===== src/hdl/pcc_pkg.sv =====
`timescale 1ns / 1ps

package pcc_pkg;

    typedef enum logic [1:0] {
        OP_RISE  = 2'd0,
        OP_FALL  = 2'd1,
        OP_CRANK = 2'd2,
        OP_READ  = 2'd3
    } op_t;

    localparam int TIME_W = 32;
    localparam int REV_W  = 16;

    localparam logic [TIME_W-1:0] TIMEOUT_RESET = 32'd4000000;

    // figures of one channel after the current beat
    typedef struct packed {
        logic [TIME_W-1:0] edge_count;
        logic [TIME_W-1:0] last_activity;
        logic [TIME_W-1:0] low_width;
        logic [TIME_W-1:0] high_width;
        logic [TIME_W-1:0] period;
        logic [TIME_W-1:0] rev_on_time;
        logic [TIME_W-1:0] phase_offset;
    } chan_fig_t;

    // crank reference handed to the channels
    typedef struct packed {
        logic [TIME_W-1:0] start_time;
        logic [TIME_W-1:0] period;
    } crank_ref_t;

endpackage


===== src/hdl/pcc_crank.sv =====
`timescale 1ns / 1ps

module pcc_crank
    import pcc_pkg::*;
(
    input  logic              aclk,
    input  logic              aresetn,
    input  logic              hit,
    input  logic [TIME_W-1:0] now,
    output crank_ref_t        cur,
    output logic [TIME_W-1:0] period_next
);

    logic [TIME_W-1:0] period_reg;
    logic [TIME_W-1:0] start_reg;
    logic [TIME_W-1:0] start_next;

    always_comb begin
        period_next = period_reg;
        start_next  = start_reg;
        if (hit) begin
            period_next = now - start_reg;
            start_next  = now;
        end
    end

    always_ff @(posedge aclk) begin
        if (!aresetn) begin
            period_reg <= '0;
            start_reg  <= '0;
        end else begin
            period_reg <= period_next;
            start_reg  <= start_next;
        end
    end

    assign cur.start_time = start_reg;
    assign cur.period     = period_reg;

endmodule


===== src/hdl/pcc_channel.sv =====
`timescale 1ns / 1ps

module pcc_channel
    import pcc_pkg::*;
(
    input  logic              aclk,
    input  logic              aresetn,
    input  logic              hit_rise,
    input  logic              hit_fall,
    input  logic [TIME_W-1:0] now,
    input  logic [REV_W-1:0]  rev,
    input  crank_ref_t        crank,
    output chan_fig_t         fig
);

    logic [TIME_W-1:0] count_reg,    count_next;
    logic [TIME_W-1:0] activity_reg, activity_next;
    logic [TIME_W-1:0] rise_reg,     rise_next;
    logic [TIME_W-1:0] fall_reg,     fall_next;
    logic [TIME_W-1:0] low_reg,      low_next;
    logic [TIME_W-1:0] high_reg,     high_next;
    logic [TIME_W-1:0] period_reg,   period_next;
    logic [TIME_W-1:0] sum_reg,      sum_next;
    logic [TIME_W-1:0] prev_on_reg,  prev_on_next;
    logic [REV_W-1:0]  seen_rev_reg, seen_rev_next;
    logic [TIME_W-1:0] offset_reg,   offset_next;

    logic [TIME_W-1:0] width;
    logic [TIME_W-1:0] sum_add;
    logic [TIME_W-1:0] crank_diff;

    always_comb begin
        count_next    = count_reg;
        activity_next = activity_reg;
        rise_next     = rise_reg;
        fall_next     = fall_reg;
        low_next      = low_reg;
        high_next     = high_reg;
        period_next   = period_reg;
        sum_next      = sum_reg;
        prev_on_next  = prev_on_reg;
        seen_rev_next = seen_rev_reg;
        offset_next   = offset_reg;

        width      = now - rise_reg;
        sum_add    = sum_reg + width;
        crank_diff = now - crank.start_time;

        if (hit_rise) begin
            count_next    = count_reg + TIME_W'(1);
            activity_next = now;
            low_next      = now - fall_reg;
            period_next   = width;
            rise_next     = now;
        end else if (hit_fall) begin
            count_next    = count_reg + TIME_W'(1);
            activity_next = now;
            high_next     = width;
            sum_next      = sum_add;
            if (seen_rev_reg != rev) begin
                seen_rev_next = rev;
                prev_on_next  = sum_add;
                sum_next      = '0;
            end
            fall_next = now;
            if (crank_diff > (crank.period >> 1)) begin
                offset_next = crank_diff - crank.period;
            end else begin
                offset_next = crank_diff;
            end
        end
    end

    always_ff @(posedge aclk) begin
        if (!aresetn) begin
            count_reg    <= '0;
            activity_reg <= '0;
            rise_reg     <= '0;
            fall_reg     <= '0;
            low_reg      <= '0;
            high_reg     <= '0;
            period_reg   <= '0;
            sum_reg      <= '0;
            prev_on_reg  <= '0;
            seen_rev_reg <= '0;
            offset_reg   <= '0;
        end else begin
            count_reg    <= count_next;
            activity_reg <= activity_next;
            rise_reg     <= rise_next;
            fall_reg     <= fall_next;
            low_reg      <= low_next;
            high_reg     <= high_next;
            period_reg   <= period_next;
            sum_reg      <= sum_next;
            prev_on_reg  <= prev_on_next;
            seen_rev_reg <= seen_rev_next;
            offset_reg   <= offset_next;
        end
    end

    assign fig.edge_count    = count_next;
    assign fig.last_activity = activity_next;
    assign fig.low_width     = low_next;
    assign fig.high_width    = high_next;
    assign fig.period        = period_next;
    assign fig.rev_on_time   = prev_on_next;
    assign fig.phase_offset  = offset_next;

endmodule


===== src/hdl/pulse_capture_with_crank_phase.sv =====
`timescale 1ns / 1ps
// an input beat passes through the input register and then the result register
// throughput: one beat per cycle unless results stall; a waiting result does not stop the
// next input beat, and the input stalls only when both input and result register are held
// reset: aresetn synchronous active low; clears all channel and crank state, empties both
// registers and sets the inactivity timeout to 4000000 us

module pulse_capture_with_crank_phase
    import pcc_pkg::*;
#(
    parameter int CHANNELS = 2
) (
    input  logic         aclk,
    input  logic         aresetn,
    input  logic         s_tvalid,
    output logic         s_tready,
    // timestamp_us[31:0], revolution[47:32]
    input  logic [47:0]  s_tdata,
    // operation[1:0], channel[2]
    input  logic [2:0]   s_tuser,
    output logic         m_tvalid,
    input  logic         m_tready,
    // event_count[31:0], low_width_us[63:32], high_width_us[95:64], period_us[127:96],
    // revolution_on_time_us[159:128], crank_offset_us[191:160], crank_period_us[223:192]
    output logic [223:0] m_tdata,
    // out_channel[0]
    output logic [0:0]   m_tuser,
    input  logic         cfg_valid,
    output logic         cfg_ready,
    input  logic [31:0]  cfg_data
);

    localparam int CH_W = (CHANNELS > 1) ? $clog2(CHANNELS) : 1;

    logic              in_valid_reg;
    logic [47:0]       in_data_reg;
    logic [2:0]        in_user_reg;
    logic              out_valid_reg;
    logic [223:0]      out_data_reg;
    logic [0:0]        out_user_reg;
    logic [TIME_W-1:0] timeout_reg;

    logic              fire;
    op_t               op;
    logic              ch;
    logic [TIME_W-1:0] now;
    logic [REV_W-1:0]  rev;
    logic              ch_ok;
    logic [CH_W-1:0]   ch_idx;

    crank_ref_t        crank_cur;
    logic [TIME_W-1:0] crank_period_next;
    chan_fig_t         figs [CHANNELS];
    chan_fig_t         sel;
    logic [TIME_W-1:0] high_out;
    logic [223:0]      out_data_next;

    assign fire     = in_valid_reg && (!out_valid_reg || m_tready);
    assign s_tready = !in_valid_reg || fire;
    assign cfg_ready = 1'b1;

    assign op     = op_t'(in_user_reg[1:0]);
    assign ch     = in_user_reg[2];
    assign now    = in_data_reg[31:0];
    assign rev    = in_data_reg[47:32];
    assign ch_ok  = (int'(ch) < CHANNELS);
    assign ch_idx = ch_ok ? CH_W'(ch) : '0;

    pcc_crank u_crank (
        .aclk        (aclk),
        .aresetn     (aresetn),
        .hit         (fire && (op == OP_CRANK) && (ch == 1'b0)),
        .now         (now),
        .cur         (crank_cur),
        .period_next (crank_period_next)
    );

    for (genvar i = 0; i < CHANNELS; i++) begin : g_chan
        pcc_channel u_chan (
            .aclk     (aclk),
            .aresetn  (aresetn),
            .hit_rise (fire && (op == OP_RISE) && ch_ok && (ch_idx == CH_W'(i))),
            .hit_fall (fire && (op == OP_FALL) && ch_ok && (ch_idx == CH_W'(i))),
            .now      (now),
            .rev      (rev),
            .crank    (crank_cur),
            .fig      (figs[i])
        );
    end

    always_comb begin
        sel      = figs[ch_idx];
        high_out = sel.high_width;
        if ((now - sel.last_activity) > timeout_reg) begin
            high_out = '0;
        end
        if (ch_ok) begin
            out_data_next = {crank_period_next, sel.phase_offset, sel.rev_on_time,
                             sel.period, high_out, sel.low_width, sel.edge_count};
        end else begin
            out_data_next = {crank_period_next, 192'd0};
        end
    end

    always_ff @(posedge aclk) begin
        if (!aresetn) begin
            in_valid_reg  <= 1'b0;
            out_valid_reg <= 1'b0;
            timeout_reg   <= TIMEOUT_RESET;
        end else begin
            if (s_tready) begin
                in_valid_reg <= s_tvalid;
            end
            if (fire) begin
                out_valid_reg <= 1'b1;
            end else if (m_tready) begin
                out_valid_reg <= 1'b0;
            end
            if (cfg_valid && cfg_ready) begin
                timeout_reg <= cfg_data;
            end
        end
    end

    always_ff @(posedge aclk) begin
        if (s_tvalid && s_tready) begin
            in_data_reg <= s_tdata;
            in_user_reg <= s_tuser;
        end
        if (fire) begin
            out_data_reg <= out_data_next;
            out_user_reg <= ch;
        end
    end

    assign m_tvalid = out_valid_reg;
    assign m_tdata  = out_data_reg;
    assign m_tuser  = out_user_reg;

endmodule


===== config.mk =====
export PLATFORM = sky130hd
export DESIGN_NAME = pulse_capture_with_crank_phase
export DESIGN_NICKNAME = d
export VERILOG_FILES = /design/src/hdl/pcc_pkg.sv /design/src/hdl/pcc_crank.sv /design/src/hdl/pcc_channel.sv /design/src/hdl/pulse_capture_with_crank_phase.sv
export SDC_FILE = /design/constraint.sdc
export NUM_CORES = 2
export LEC_CHECK = 0
export ABC_AREA = 1
export BUFFER_PORTS_ARGS = -buffer_cell sky130_fd_sc_hd__buf_2
export CAP_MARGIN = 40
export CORE_ASPECT_RATIO = 1.2
export CORE_MARGIN = 2
export CORE_UTILIZATION = 45
export CTS_BUF_LIST = sky130_fd_sc_hd__clkbuf_4
export CTS_CLUSTER_SIZE = 30
export DETAILED_ROUTE_END_ITERATION = 12
export PLACE_DENSITY_LB_ADDON = 0.12
export SYNTH_ARGS = -nofsm -noshare
export SYNTH_HDL_FRONTEND = slang
export SYNTH_HIERARCHICAL = 1
export SYNTH_SLANG_ARGS = --single-unit

===== constraint.sdc =====
create_clock -name aclk -period 13.9 [get_ports aclk]
set_input_delay 0.695 -clock aclk [delete_from_list [all_inputs] [get_ports aclk]]
set_output_delay 0.695 -clock aclk [all_outputs]
set_load 0.03 [all_outputs]

# == Word-level counts from Yosys, hierarchy flattened ==
# Index checks and enable logic that the tools add are counted.
# totals
regBits,1046
inputBits,88
elab_cells,109
# classes
addsub,11
magnitude_cmp,3
n_eq_ne,4
muxes,35
bitwise_logic,4
n_reduce_logical,20
# op_table
cell,count
$mux 32,30
$mux 224,3
$sub 32x32->32,7
$add 32x1->32 const B,2
$add 32x32->32,2
$gt 32x31->1,1
$gt 32x32->1,1
$ne 16x16->1,2
$logic_and 1x1->1,10
$reduce_and 3->1,2
$reduce_and 2->1,2
$not 1->1,3
$eq 2x1->1 const B,1
$eq 2x2->1 const B,1
$ge 2x2->1 const B,1
$logic_not 1->1,2
$logic_not 2->1,1
$logic_or 1x1->1,2
$mux 1,2
$not 1->2,1
$reduce_bool 2->1,1

# == Logic depth before layout (Yosys ltp) ==
# logic_depth
ltp_word,12
depth_mapped,37
ltp_nobuf,34

# == Modules after synthesis ==
# The synthesis kept the hierarchy.
# by_module_without_submodules
mod,instances,cells_each,area_per_inst_um2,seq_area_each_um2
pcc_channel at g_chan[0].u_chan,1,3670,23714.0,6726.5
pcc_channel at g_chan[1].u_chan,1,3618,23382.4,6726.5
pulse_capture_with_crank_phase,1,1546,15212.1,8968.6
pcc_crank,1,821,4800.9,1281.2

# == Least setup slack after synthesis ==
# OpenSTA, ideal clock, no wires.
# synth_path
kind,input to register
start,input m_tready
end,"register out_data_reg[69], in the netlist m_tdata[69] (data pin)"
arrival_time_ps,9663
setup_slack_ps,3978
stages,34
n_path_buf,3
path_cell_list,inv_1 -> nand2_1 -> nand2_1 -> inv_1 -> nand2_1 -> nor3_1 -> nor2_2 -> clkbuf_1 -> clkbuf_1 -> o21ai_0 -> inv_1 -> nand2_1 -> nand2_1 -> ha_1 -> inv_1 -> fa_1 -> nand2_1 -> nand2_1 -> nand3b_1 -> nand2_1 -> nand3_1 -> nand2_1 -> nand2_1 -> nand3_1 -> nand2_1 -> ha_1 -> nand2_1 -> nor2_2 -> nand3b_1 -> nor3b_2 -> nand2_1 -> nand2_1 -> buf_4 -> a21oi_2
# synth_rtl
item,line,source
"start, declared",pulse_capture_with_crank_phase.sv:22,"input logic m_tready,"
"end signal, assigned",pulse_capture_with_crank_phase.sv:131,out_data_reg <= out_data_next;
"end, declared",pulse_capture_with_crank_phase.sv:39,logic [223:0] out_data_reg;

==> flow_metrics.env <==
export IMPL_drt_wl_total_mm=250.3
export IMPL_max_freq_ghz=0.1480
export IMPL_tritoncts="yes"
export IMPL_yosysTopAreaCellShare_pct=22.97
export IMPL_max_stage_delay_ps=490
export IMPL_dieArea_um2=152300
export IMPL_cp_start_kind="flop"
export IMPL_p_per_area_nw_per_um2=107.9
export IMPL_dieHeight_um=427.0
export IMPL_async_flop_share_pct=0
export IMPL_largest_reg_flops=224
export IMPL_hold_violations=0
export IMPL_synth_top_area_cell="dfxtp_1"
export IMPL_numCtsBuffers=302
export IMPL_yosys_warnings=6
export IMPL_path_common_cell="nand2_1"
export IMPL_ios=316
export IMPL_postCtsSetupBuffers=0
export IMPL_synth_nets=10230
export IMPL_setup_ws_ps=7145
export IMPL_place_ws_ps=6714
export IMPL_setup_worst_path_end="m_tdata[78]$_SDFFCE_PN0P_"
export IMPL_antenna_found_initial=11
export IMPL_min_period_over_period_pct=48.60
export IMPL_dr_first_iter_drc_count=5114
export IMPL_synth_area_um2=67110
export IMPL_critPathSlowestCell="buf_4"
export IMPL_reg2reg_depth=35
export IMPL_finClkSkew_ps=146.8
export IMPL_fin_nets=10810
export IMPL_synthTopCellsByCount="nand2_1 (2569), inv_1 (1386), a21oi_1 (842)"
export IMPL_portBuffers=314
export IMPL_coreArea_um2=148400
export IMPL_yosysSeqAreaShare_pct=35.32
export IMPL_path_clk_slew_ps=70
export IMPL_grt_max_degree=83
export IMPL_ir_drop_mv=0.09947
export IMPL_ant_nets=0
export IMPL_fin_cells=12430
export IMPL_initial_core_util_pct=45.23
export IMPL_drc=0
export IMPL_rsz0062_at_grt="no"
export IMPL_critPathCaptureType="flop"
export IMPL_die_x_um=356.5
export IMPL_slew_headroom_pct=36.21
export IMPL_area_delta_synth_final_pct=13.89
export IMPL_root_buffer="clkbuf_4"
export IMPL_grt_pass1_wl_mm=374.7
export IMPL_synth_seq_cells=1046
export IMPL_yosysMostFrequentCell="nand2_1"
export IMPL_synth_distinct_cells=60
export IMPL_leakage_nw=37.08
export IMPL_hpwl_mm=185.7
export IMPL_fin_crit_ps=6755
export IMPL_startpoint="m_tvalid$_SDFFE_PN0P_"
export IMPL_vias=65510
export IMPL_power_frac_comb_pct=25.3
export IMPL_wire_per_inst_um=20.14
export IMPL_timing_rr_end="m_tdata[78]$_SDFFCE_PN0P_"
export IMPL_p_int_w=0.005371
export IMPL_status="finished clean"
export IMPL_cts_max_level=5
export IMPL_syn_area_per_cell_um2=6.951
export IMPL_hp_class="in2reg"
export IMPL_place_gp_congestion=0.9691
export IMPL_reg2reg_from="m_tvalid$_SDFFE_PN0P_"
export IMPL_crit_type="reg2reg"
export IMPL_swShare_pct=34.89
export IMPL_tightest_slew_ps=956.9
export IMPL_synthFlopType="dfxtp_1"
export IMPL_setup_viol=0
export IMPL_synthCells=9655
export IMPL_r2r_slack_ps=7140
export IMPL_clock_power_share_pct=35.3
export IMPL_p_switching_w=0.002878
export IMPL_sequentialPowerShare_pct=39.4
export IMPL_grt_pass1_vias=62860
export IMPL_rows=155
export IMPL_grt_overflow_total=0
export IMPL_clk_latency_ps=1390
export IMPL_tns_ps=0
export IMPL_clock_sinks=1046
export IMPL_clk_path_buf_depth=4
export IMPL_dp_cells=11720
export IMPL_arrival_ps=7790
export IMPL_vias_per_cell=5.269
export IMPL_required_ps=14930
export IMPL_track_usage_pct=32.26
export IMPL_ys_top_cells_by_area="dfxtp_1 (23%), nand2_1 (14%), edfxtp_1 (12%), ha_1 (8.8%), inv_1 (7.8%)"
export IMPL_drt_pass1_iterations=8
export IMPL_synth_edf_count=276
export IMPL_slew_violations=0
export IMPL_max_cap_violations=0
export IMPL_drive_gt1_share_pct=10.84
export IMPL_critical_path_max_fanout=70
how the worst min path moves through the flow:
stage | from | endpoint | slack [ps] | cells past startpoint
global placement | g_chan[0].u_chan/fall_reg[30]$_SDFFE_PN0P_ | g_chan[0].u_chan/fall_reg[30]$_SDFFE_PN0P_ | 440 | 2
detailed placement | g_chan[0].u_chan/fall_reg[10]$_SDFFE_PN0P_ | g_chan[0].u_chan/fall_reg[10]$_SDFFE_PN0P_ | 450 | 2
global route | s_tdata[26] | in_data_reg[26]$_DFFE_PP_ | 90 | 2
CTS | s_tdata[26] | in_data_reg[26]$_DFFE_PP_ | 4 | 2
floorplan | g_chan[0].u_chan/fall_reg[21]$_SDFFE_PN0P_ | g_chan[0].u_chan/fall_reg[21]$_SDFFE_PN0P_ | 430 | 2
finish | s_tdata[26] | in_data_reg[26]$_DFFE_PP_ | 150 | 2
cell usage in the layout (no fill, tap or decap), types with 100 or more instances in the layout:
| master | n |
|---|---|
| nand4_1 | 115 |
| o21ai_0 | 537 |
| xor2_1 | 200 |
| edfxtp_1 | 276 |
| or2_2 | 100 |
| clkbuf_4 | 436 |
| a21oi_1 | 842 |
| buf_2 | 313 |
| dlygate4sd3_1 | 178 |
| nor3_1 | 111 |
| nor2_1 | 743 |
| ha_1 | 471 |
| nand2_1 | 2567 |
| inv_1 | 1379 |
| nand3_1 | 462 |
| dfxtp_1 | 770 |
| o21ai_1 | 108 |
cell families (layout without fill, tap and decap cells):
group,count (synthesis),in the layout,synth area share [%]
xor gates and xnor gates,293,293,3.857
AOI/OAI and AO/OA,1735,1735,13.92
DFF,1046,1046,35.32
adders and majority gates,483,483,9.139
other,1,10,0.005588
muxes,62,62,0.9248
buffers and inverters,1738,2543,9.887
and+or+nand+nor,4297,4297,26.95
area by class of cell:
cell class                      count  area (µm²)
Sequential cell                  1046       23700
Antenna cell                        9       22.52
Multi-Input combinational cell   6871       36840
Clock inverter                     86       444.2
Inverter                         1430        5401
Timing Repair Buffer              591        4290
Tap cell                         1962        2455
Fill cell                       15230       71930
Clock buffer                      436        3273
stage by stage:
step | area [µm²] | total power [W] | hold WS (ps) | utilization, %
floorplan | 67110 | 0.004674 | 433.0 | -
CTS | 76410 | 0.008307 | 3.633 | 51.50
finish | 76430 | 0.008249 | 147.5 | 51.52
global placement | 70620 | 0.005313 | 444.0 | 47.60
global route | 76420 | 0.008700 | 91.66 | 51.51
detailed placement | 70910 | 0.005326 | 450.6 | 47.80
critical path: cells and delay by family, from the launching register on:
kind                       cells  cell delay [ps]
AOI/OAI and AO/OA              2              220
adders and majority gates      3              860
buffers and inverters          6             1840
DFF                            1              330
and+or+nand+nor               24             2980
metal layers:
layer / track usage, % / part of all wire (%) / up-vias
met5: 0 / 0 / -
met4: 14.54 / 4.5 / 0
met3: 4.780 / 6.0 / 472
met2: 53.91 / 46 / 2151
met1: 41.02 / 43 / 30310
li1: - / - / 32570
timing repair:
action | in CTS | in global routing
hold endpoints to repair | 104 | 0
hold buffers | 178 | 0
gates resized for setup | 0 | 0
power by group through the flow:
stage | combinational (W) | clock, W | sequential [W]
2_1_floorplan | 0.00128 | 0 | 0.00339
3_3_place_gp | 0.00199 | 0 | 0.00332
3_5_place_dp | 0.00201 | 0 | 0.00332
4_1_cts | 0.00206 | 0.00300 | 0.00325
5_1_grt | 0.00229 | 0.00316 | 0.00326
6_report | 0.00208 | 0.00291 | 0.00325
No activity file was read; power rests on OpenSTA's default activity.
